File: src/hw/rtl/gpiop_pkg.sv
`default_nettype none

package gpiop_pkg;

  localparam int NUM_PINS = 30;
  localparam int PINS_PER_BANK = 8;
  localparam int NUM_BANKS = 4;
  localparam int WORD_W = 32;
  localparam int BANK_W = 2;

  localparam logic [NUM_PINS-1:0] PIN_MASK = '1;

  localparam logic [1:0] KIND_READ = 2'd0;
  localparam logic [1:0] KIND_WRITE = 2'd1;
  localparam logic [1:0] KIND_SAMPLE = 2'd2;

  localparam logic [3:0] REG_IN = 4'd0;
  localparam logic [3:0] REG_OUT = 4'd1;
  localparam logic [3:0] REG_OUT_SET = 4'd2;
  localparam logic [3:0] REG_OUT_CLR = 4'd3;
  localparam logic [3:0] REG_OUT_XOR = 4'd4;
  localparam logic [3:0] REG_OE = 4'd5;
  localparam logic [3:0] REG_OE_SET = 4'd6;
  localparam logic [3:0] REG_OE_CLR = 4'd7;
  localparam logic [3:0] REG_OE_XOR = 4'd8;
  localparam logic [3:0] REG_INTR = 4'd9;
  localparam logic [3:0] REG_INTE = 4'd10;
  localparam logic [3:0] REG_INTE_SET = 4'd11;
  localparam logic [3:0] REG_INTE_CLR = 4'd12;
  localparam logic [3:0] REG_INTS = 4'd13;

  localparam int BIT_LEVEL_LOW = 0;
  localparam int BIT_LEVEL_HIGH = 1;
  localparam int BIT_EDGE_FALL = 2;
  localparam int BIT_EDGE_RISE = 3;
  localparam int BITS_PER_PIN = 4;

  typedef logic [NUM_BANKS-1:0][WORD_W-1:0] bank_words_t;

  typedef struct packed {
    logic [1:0]          kind;
    logic [3:0]          reg_select;
    logic [BANK_W-1:0]   bank_index;
    logic [WORD_W-1:0]   write_data;
    logic [NUM_PINS-1:0] pin_levels;
  } req_t;

  typedef struct packed {
    logic [WORD_W-1:0]   read_data;
    logic [NUM_PINS-1:0] pin_out;
    logic [NUM_PINS-1:0] pin_oe;
    logic                irq;
  } rsp_t;

  // Raw interrupt words of all banks, four bits per pin.
  function automatic bank_words_t raw_banks(input logic [NUM_PINS-1:0] levels,
                                            input logic [NUM_PINS-1:0] fall,
                                            input logic [NUM_PINS-1:0] rise);
    bank_words_t v;
    int p;
    int s;
    v = '0;
    for (int b = 0; b < NUM_BANKS; b++) begin
      for (int i = 0; i < PINS_PER_BANK; i++) begin
        p = b * PINS_PER_BANK + i;
        s = BITS_PER_PIN * i;
        if (p < NUM_PINS) begin
          v[b][s + BIT_LEVEL_LOW] = ~levels[p];
          v[b][s + BIT_LEVEL_HIGH] = levels[p];
          v[b][s + BIT_EDGE_FALL] = fall[p];
          v[b][s + BIT_EDGE_RISE] = rise[p];
        end
      end
    end
    return v;
  endfunction

endpackage

`default_nettype wire

File: src/hw/rtl/gpiop_regfile.sv
`default_nettype none

module gpiop_regfile (
  input  wire logic            clk,
  input  wire logic            rst_n,
  input  wire logic            fire,
  input  wire gpiop_pkg::req_t req,
  output gpiop_pkg::rsp_t      rsp
);

  logic [gpiop_pkg::NUM_PINS-1:0] out_mask_r, out_mask_nxt;
  logic [gpiop_pkg::NUM_PINS-1:0] oe_mask_r, oe_mask_nxt;
  logic [gpiop_pkg::NUM_PINS-1:0] levels_r, levels_nxt;
  logic [gpiop_pkg::NUM_PINS-1:0] fall_r, fall_nxt;
  logic [gpiop_pkg::NUM_PINS-1:0] rise_r, rise_nxt;
  logic [gpiop_pkg::NUM_BANKS-1:0][gpiop_pkg::WORD_W-1:0] inte_r, inte_nxt;

  logic [gpiop_pkg::NUM_PINS-1:0] wmask;
  logic [gpiop_pkg::NUM_PINS-1:0] fall_clr;
  logic [gpiop_pkg::NUM_PINS-1:0] rise_clr;
  gpiop_pkg::bank_words_t         raw_now;
  gpiop_pkg::bank_words_t         raw_nxt;
  logic [gpiop_pkg::WORD_W-1:0]   read_data;
  logic [gpiop_pkg::NUM_BANKS-1:0] bank_hit;

  assign wmask = req.write_data[gpiop_pkg::NUM_PINS-1:0] & gpiop_pkg::PIN_MASK;

  // A write of one to an edge bit of the selected bank clears that latch.
  always_comb begin
    fall_clr = '0;
    rise_clr = '0;
    for (int p = 0; p < gpiop_pkg::NUM_PINS; p++) begin
      if (req.bank_index == gpiop_pkg::BANK_W'(p / gpiop_pkg::PINS_PER_BANK)) begin
        fall_clr[p] = req.write_data[gpiop_pkg::BITS_PER_PIN * (p % gpiop_pkg::PINS_PER_BANK)
                                     + gpiop_pkg::BIT_EDGE_FALL];
        rise_clr[p] = req.write_data[gpiop_pkg::BITS_PER_PIN * (p % gpiop_pkg::PINS_PER_BANK)
                                     + gpiop_pkg::BIT_EDGE_RISE];
      end
    end
  end

  always_comb begin
    out_mask_nxt = out_mask_r;
    oe_mask_nxt = oe_mask_r;
    levels_nxt = levels_r;
    fall_nxt = fall_r;
    rise_nxt = rise_r;
    inte_nxt = inte_r;
    if (fire) begin
      unique case (req.kind)
        gpiop_pkg::KIND_WRITE: begin
          unique case (req.reg_select)
            gpiop_pkg::REG_OUT:      out_mask_nxt = wmask;
            gpiop_pkg::REG_OUT_SET:  out_mask_nxt = out_mask_r | wmask;
            gpiop_pkg::REG_OUT_CLR:  out_mask_nxt = out_mask_r & ~wmask;
            gpiop_pkg::REG_OUT_XOR:  out_mask_nxt = out_mask_r ^ wmask;
            gpiop_pkg::REG_OE:       oe_mask_nxt = wmask;
            gpiop_pkg::REG_OE_SET:   oe_mask_nxt = oe_mask_r | wmask;
            gpiop_pkg::REG_OE_CLR:   oe_mask_nxt = oe_mask_r & ~wmask;
            gpiop_pkg::REG_OE_XOR:   oe_mask_nxt = oe_mask_r ^ wmask;
            gpiop_pkg::REG_INTR: begin
              fall_nxt = fall_r & ~fall_clr;
              rise_nxt = rise_r & ~rise_clr;
            end
            gpiop_pkg::REG_INTE:     inte_nxt[req.bank_index] = req.write_data;
            gpiop_pkg::REG_INTE_SET:
              inte_nxt[req.bank_index] = inte_r[req.bank_index] | req.write_data;
            gpiop_pkg::REG_INTE_CLR:
              inte_nxt[req.bank_index] = inte_r[req.bank_index] & ~req.write_data;
            default: ;
          endcase
        end
        gpiop_pkg::KIND_SAMPLE: begin
          fall_nxt = fall_r | (levels_r & ~req.pin_levels);
          rise_nxt = rise_r | (~levels_r & req.pin_levels);
          levels_nxt = req.pin_levels & gpiop_pkg::PIN_MASK;
        end
        default: ;
      endcase
    end
  end

  assign raw_now = gpiop_pkg::raw_banks(levels_r, fall_r, rise_r);
  assign raw_nxt = gpiop_pkg::raw_banks(levels_nxt, fall_nxt, rise_nxt);

  always_comb begin
    read_data = '0;
    if (req.kind == gpiop_pkg::KIND_READ) begin
      unique case (req.reg_select)
        gpiop_pkg::REG_IN:   read_data = gpiop_pkg::WORD_W'(levels_r);
        gpiop_pkg::REG_OUT:  read_data = gpiop_pkg::WORD_W'(out_mask_r);
        gpiop_pkg::REG_OE:   read_data = gpiop_pkg::WORD_W'(oe_mask_r);
        gpiop_pkg::REG_INTR: read_data = raw_now[req.bank_index];
        gpiop_pkg::REG_INTE: read_data = inte_r[req.bank_index];
        gpiop_pkg::REG_INTS: read_data = raw_now[req.bank_index] & inte_r[req.bank_index];
        default:             read_data = '0;
      endcase
    end
  end

  always_comb begin
    for (int b = 0; b < gpiop_pkg::NUM_BANKS; b++) begin
      bank_hit[b] = |(raw_nxt[b] & inte_nxt[b]);
    end
  end

  assign rsp.read_data = read_data;
  assign rsp.pin_out = out_mask_nxt;
  assign rsp.pin_oe = oe_mask_nxt;
  assign rsp.irq = |bank_hit;

  always_ff @(posedge clk) begin
    if (!rst_n) begin
      out_mask_r <= '0;
      oe_mask_r <= '0;
      levels_r <= '0;
      fall_r <= '0;
      rise_r <= '0;
      inte_r <= '0;
    end else begin
      out_mask_r <= out_mask_nxt;
      oe_mask_r <= oe_mask_nxt;
      levels_r <= levels_nxt;
      fall_r <= fall_nxt;
      rise_r <= rise_nxt;
      inte_r <= inte_nxt;
    end
  end

endmodule

`default_nettype wire

File: src/hw/rtl/gpio_port_with_pin_interrupts_core.sv
// GPIO port of 30 pins with set, clear and xor aliases for the output and
// output-enable masks and four interrupt bits per pin (level low, level high,
// falling edge, rising edge) in four banks of up to eight pins. Each request (a
// register read, a register write or a new pin sample) is captured in an input
// register, applied to the state as it moves on into a result register and
// answered from that result register. One request is accepted in every
// cycle while the result side keeps up. The result carries the read data, the
// output and output-enable masks after the request, and irq, which is high when
// any enabled interrupt bit is set.
`default_nettype none

module gpio_port_with_pin_interrupts_core (
  input  wire logic                           clk,
  input  wire logic                           rst_n,
  input  wire logic                           in_valid,
  output logic                                in_stall,
  input  wire logic [1:0]                     in_kind,
  input  wire logic [3:0]                     in_reg_select,
  input  wire logic [gpiop_pkg::BANK_W-1:0]   in_bank_index,
  input  wire logic [gpiop_pkg::WORD_W-1:0]   in_write_data,
  input  wire logic [gpiop_pkg::NUM_PINS-1:0] in_pin_levels,
  output logic                                out_valid,
  input  wire logic                           out_stall,
  output logic [gpiop_pkg::WORD_W-1:0]        out_read_data,
  output logic [gpiop_pkg::NUM_PINS-1:0]      out_pin_out,
  output logic [gpiop_pkg::NUM_PINS-1:0]      out_pin_oe,
  output logic                                out_irq
);

  logic            req_valid_r, req_valid_nxt;
  gpiop_pkg::req_t req_r;
  logic            rsp_valid_r, rsp_valid_nxt;
  gpiop_pkg::rsp_t rsp_r;
  gpiop_pkg::rsp_t rsp;
  logic            load;
  logic            advance;

  assign advance = req_valid_r && (!rsp_valid_r || !out_stall);
  assign in_stall = req_valid_r && !advance;
  assign load = in_valid && !in_stall;

  assign req_valid_nxt = load || (req_valid_r && !advance);
  assign rsp_valid_nxt = advance || (rsp_valid_r && out_stall);

  gpiop_regfile u_regfile (
    .clk   (clk),
    .rst_n (rst_n),
    .fire  (advance),
    .req   (req_r),
    .rsp   (rsp)
  );

  always_ff @(posedge clk) begin
    if (!rst_n) begin
      req_valid_r <= 1'b0;
      rsp_valid_r <= 1'b0;
    end else begin
      req_valid_r <= req_valid_nxt;
      rsp_valid_r <= rsp_valid_nxt;
    end
  end

  always_ff @(posedge clk) begin
    if (load) begin
      req_r.kind <= in_kind;
      req_r.reg_select <= in_reg_select;
      req_r.bank_index <= in_bank_index;
      req_r.write_data <= in_write_data;
      req_r.pin_levels <= in_pin_levels;
    end
    if (advance) begin
      rsp_r <= rsp;
    end
  end

  assign out_valid = rsp_valid_r;
  assign out_read_data = rsp_r.read_data;
  assign out_pin_out = rsp_r.pin_out;
  assign out_pin_oe = rsp_r.pin_oe;
  assign out_irq = rsp_r.irq;

endmodule

`default_nettype wire

File: config.mk
export PLATFORM = sky130hd
export DESIGN_NAME = gpio_port_with_pin_interrupts_core
export DESIGN_NICKNAME = d
export VERILOG_FILES = /design/src/hw/rtl/gpiop_pkg.sv /design/src/hw/rtl/gpiop_regfile.sv /design/src/hw/rtl/gpio_port_with_pin_interrupts_core.sv
export SDC_FILE = /design/constraint.sdc
export NUM_CORES = 1
export LEC_CHECK = 0
export BUFFER_PORTS_ARGS = -buffer_cell sky130_fd_sc_hd__buf_2
export CAP_MARGIN = 10
export CORE_MARGIN = 4
export CORE_UTILIZATION = 40
export CTS_CLUSTER_DIAMETER = 200
export DETAILED_ROUTE_END_ITERATION = 7
export MAX_ROUTING_LAYER = met4
export PLACE_DENSITY = 0.6
export SLEW_MARGIN = 5
export SYNTH_ARGS = -nofsm -noshare
export SYNTH_HDL_FRONTEND = slang
export SYNTH_SLANG_ARGS = --single-unit
File: constraint.sdc
create_clock -name clk -period 5.07 [get_ports clk]
set_input_delay 0.2535 -clock clk [delete_from_list [all_inputs] [get_ports clk]]
set_output_delay 0.2535 -clock clk [all_outputs]
set_load 0.02 [all_outputs]
==> results_dict.tcl <==
set metrics [dict create \
    rows 91 \
    rsz0062_at_grt "no" \
    max_slew_margin_pct 17.4 \
    skew_ns 0.0226 \
    die_h_microns 259 \
    min_from "in_write_data[2]" \
    clk_path_buf_depth 3 \
    syn2layout_area_growth_pct 18.8 \
    path_buf_inv 1 \
    die_w_microns 259 \
    whs_ns 0.338 \
    synthFlopType "dfxtp_1" \
    reg2reg_slack_ns 0.62 \
    cts_buffers 53 \
    ys_types 79 \
    status "complete, no violations" \
    cp-start-kind "flip-flop" \
    vias 25800 \
    drt_iter0_drc 4019 \
    cts.clk_slew.worst_paths_ns 0.06 \
    setup_violations 0 \
    p_per_area_nw_per_um2 291 \
    postLayoutCoreUtil_pct 48.4 \
    peakVddDrop_mv 0.305 \
    synth_area_sq_um 25300 \
    fmax_mhz 225 \
    hp-class "in -> reg" \
    avgRoutedWirePerCell_microns 34.6 \
    cts_tree "built" \
    htree_levels 2 \
    antenna_found_initial 9 \
    synth_top_cell_area_share_pct 22.2 \
    grt_max_degree 93 \
    grt_overflow_total 0 \
    worstReg2RegEnd "out_irq$_DFFE_PP_" \
    drv_slew 0 \
    place_hpwl_microns 95100 \
    placed_cell_area_sq_um 27500 \
    synth_edf_count 163 \
    worstPathRequired_ns 5.40 \
    fin_crit_ns 4.45 \
    holdBufCountCts 72 \
    synth_nets 2997 \
    cp_top_family "compound AO/OA/AOI/OAI gates" \
    cts-resized-gates 0 \
    grt_pass1_wl_microns 185000 \
    synth_cells 2800 \
    final_layout_size_suffix_gt1_share_pct 16.4 \
    cp_slowest_cell "a2111oi_0" \
    clkLatencyLatePin_ns 0.63 \
    reg2reg_depth 10 \
    max-cap-violations 0 \
    grt_usage_pct 39.4 \
    synth-async-reset-ratio_pct 0 \
    layout.cells.non_filler 3860 \
    crit_path_frequent_cell "a2111oi_0" \
    final_area_sq_um 30000 \
    viasPerCell 6.68 \
    drtPass1Iterations 7 \
    gp_congestion 1.08 \
    numPortBuffers 168 \
    crit_chain "nor3b_2 > o211ai_4 > o31ai_1 > a2111oi_0 > buf_4 > a2111oi_0 > o2111ai_1 > nor4_1 > and4_1 > nand4_1" \
    cp.arrival_ns 4.78 \
    leakage_nw 11.5 \
    nets 3168 \
    min_path_cells 2 \
    yosysWarnings 0 \
    cp_max_fo 20 \
    grt_pass1_vias 24000 \
    ys_seq_area_share_pct 41.6 \
    drc 0 \
    crit_type "reg -> reg" \
    initial_core_util_pct 40.7 \
    io_pins 169 \
    finalCritPeriodShare_pct 87.8 \
    core_sq_um 62100 \
    root_buffer "clkbuf_16" \
    fin_tns_setup_ns 0 \
    yosysTopAreaCell "dfxtp_1" \
    multi_input_area_sq_um 13300 \
    regToRegStartpoint "req_r[66]$_DFFE_PP_" \
    hold_violations 0 \
    avgSynthCellArea_sq_um 9.02 \
    clock_sinks 443 \
    ant_nets 0 \
    wl_microns 133000 \
    worst_slew_pin_slew_ns 1.21 \
    area.sequential_sq_um 10500 \
    ys_top_cells_by_area "dfxtp_1 22%, edfxtp_1 19%, a21oi_1 6.7%" \
    ys_seq_elements 443 \
    dp.cells 3681 \
    crit_path_end_kind "flip-flop" \
    die_area_sq_um 67200 \
    nFillCells 5870 \
    max_stage_delay_ns 0.94 \
    postCtsSetupBuffers 0 \
    hold_path_end "req_r[32]$_DFFE_PP_" \
]
[flip-flops by register name, indices dropped and copies added, names as in the netlist]
name	flops
u_regfile.fall_r	30
out_valid	1
out_read_data	32
out_pin_oe	30
u_regfile.rise_r	30
out_pin_out	30
u_regfile.oe_mask_r	30
req_r	70
u_regfile.inte_r	128
out_irq	1
u_regfile.out_mask_r	30
req_valid_r	1
u_regfile.levels_r	30
[cell type report]
cell class	count	share of cell area, %
clock buffers	76	5.12
well taps	837	3.49
flip-flops and latches	443	35.0
diodes	7	0.0584
multi-input cells	1927	44.2
clock inverters	24	0.713
repair buffers	390	9.47
inverters	156	1.96
[worst max-delay path by stage]
stage / startpoint / endpoint / slack, ns / cells past startpoint
2_1_floorplan: out_valid$_SDFF_PN0_ / req_r[0]$_DFFE_PP_ / 0.78 / 2
3_3_place_gp: req_r[63]$_DFFE_PP_ / out_irq$_DFFE_PP_ / 0.81 / 10
3_5_place_dp: req_r[66]$_DFFE_PP_ / out_irq$_DFFE_PP_ / 0.79 / 10
4_1_cts: req_r[66]$_DFFE_PP_ / out_irq$_DFFE_PP_ / 0.78 / 10
5_1_grt: req_r[66]$_DFFE_PP_ / out_irq$_DFFE_PP_ / 0.49 / 10
6_report: req_r[66]$_DFFE_PP_ / out_irq$_DFFE_PP_ / 0.62 / 10
[cell usage in the layout, fill, tap and decap left out, types with 8 or more instances in the layout]
cell type / count
a31oi_1: 118
mux2i_1: 38
o22ai_1: 44
nand3_1: 12
o31ai_1: 37
nand2b_1: 14
a2111oi_0: 42
clkbuf_16: 56
a211oi_1: 30
mux4_2: 50
nor4_1: 8
a2bb2oi_1: 11
o21ai_0: 147
ha_1: 122
a21oi_1: 337
edfxtp_1: 163
clkinv_2: 9
nor2_1: 191
inv_1: 154
a22o_1: 66
nand2_1: 158
dfxtp_1: 280
o211ai_1: 17
buf_12: 12
o32ai_1: 63
buf_2: 167
nor3_1: 94
dlygate4sd3_1: 72
clkbuf_1: 14
and2_1: 158
buf_4: 139
a222oi_1: 30
[report_power, final]
part	internal, W	leakage [nW]	total [W]	switching [W]
clock	0.00226	0.849	0.00392	0.00166
combinational	0.000276	6.82	0.000898	0.000622
sequential	0.00378	3.85	0.00393	0.000151
total	0.00631	11.5	0.00875	0.00244
[layer usage]
metal | global-route usage (%) | share of wire (%) | up-vias
li1 | - | - | 10800
met1 | 51.6 | 40 | 12700
met2 | 56.2 | 42 | 1950
met3 | 10.5 | 12 | 390
met4 | 20.0 | 6.5 | 0
met5 | - | 0 | -
[synthesized netlist by cell type (36+ instances only)]
cell         n
a21oi_1    337
dfxtp_1    280
clkbuf_1   204
nor2_1     198
edfxtp_1   163
nand2_1    160
and2_1     158
inv_1      154
o21ai_0    148
ha_1       123
a31oi_1    118
nor3_1      97
a22o_1      66
o32ai_1     63
mux4_2      50
o22ai_1     44
a2111oi_0   42
mux2i_1     38
o31ai_1     37
buf_1       36
[worst register-to-register path, cell delays in order, from the launching register on]
cell	delay (ns)
edfxtp_1	0.65
nor3b_2	0.43
o211ai_4	0.41
o31ai_1	0.45
a2111oi_0	0.17
buf_4	0.16
a2111oi_0	0.94
o2111ai_1	0.29
nor4_1	0.32
and4_1	0.23
nand4_1	0.11
[metrics by stage]
step,worst slack (ns),power (W)
2_1_floorplan,0.783,0.00438
3_3_place_gp,0.810,0.00481
3_5_place_dp,0.786,0.00482
4_1_cts,0.779,0.00873
5_1_grt,0.486,0.00895
6_report,0.616,0.00875
[kinds of logic (layout without fill, tap and decap cells)]
| family | after synthesis | in the layout | synth area share [%] |
|---|---|---|---|
| buffers and inverters | 430 | 646 | 6.58 |
| other | 0 | 7 | 0 |
| flip-flops | 443 | 443 | 41.6 |
| multiplexers | 90 | 90 | 6.05 |
| AO/OA/AOI/OAI | 1011 | 1011 | 26.1 |
| adder cells (fa/ha/maj) | 123 | 123 | 6.09 |
| AND/OR/NAND/NOR | 703 | 703 | 13.6 |
No activity file was read; power rests on OpenSTA's default activity.
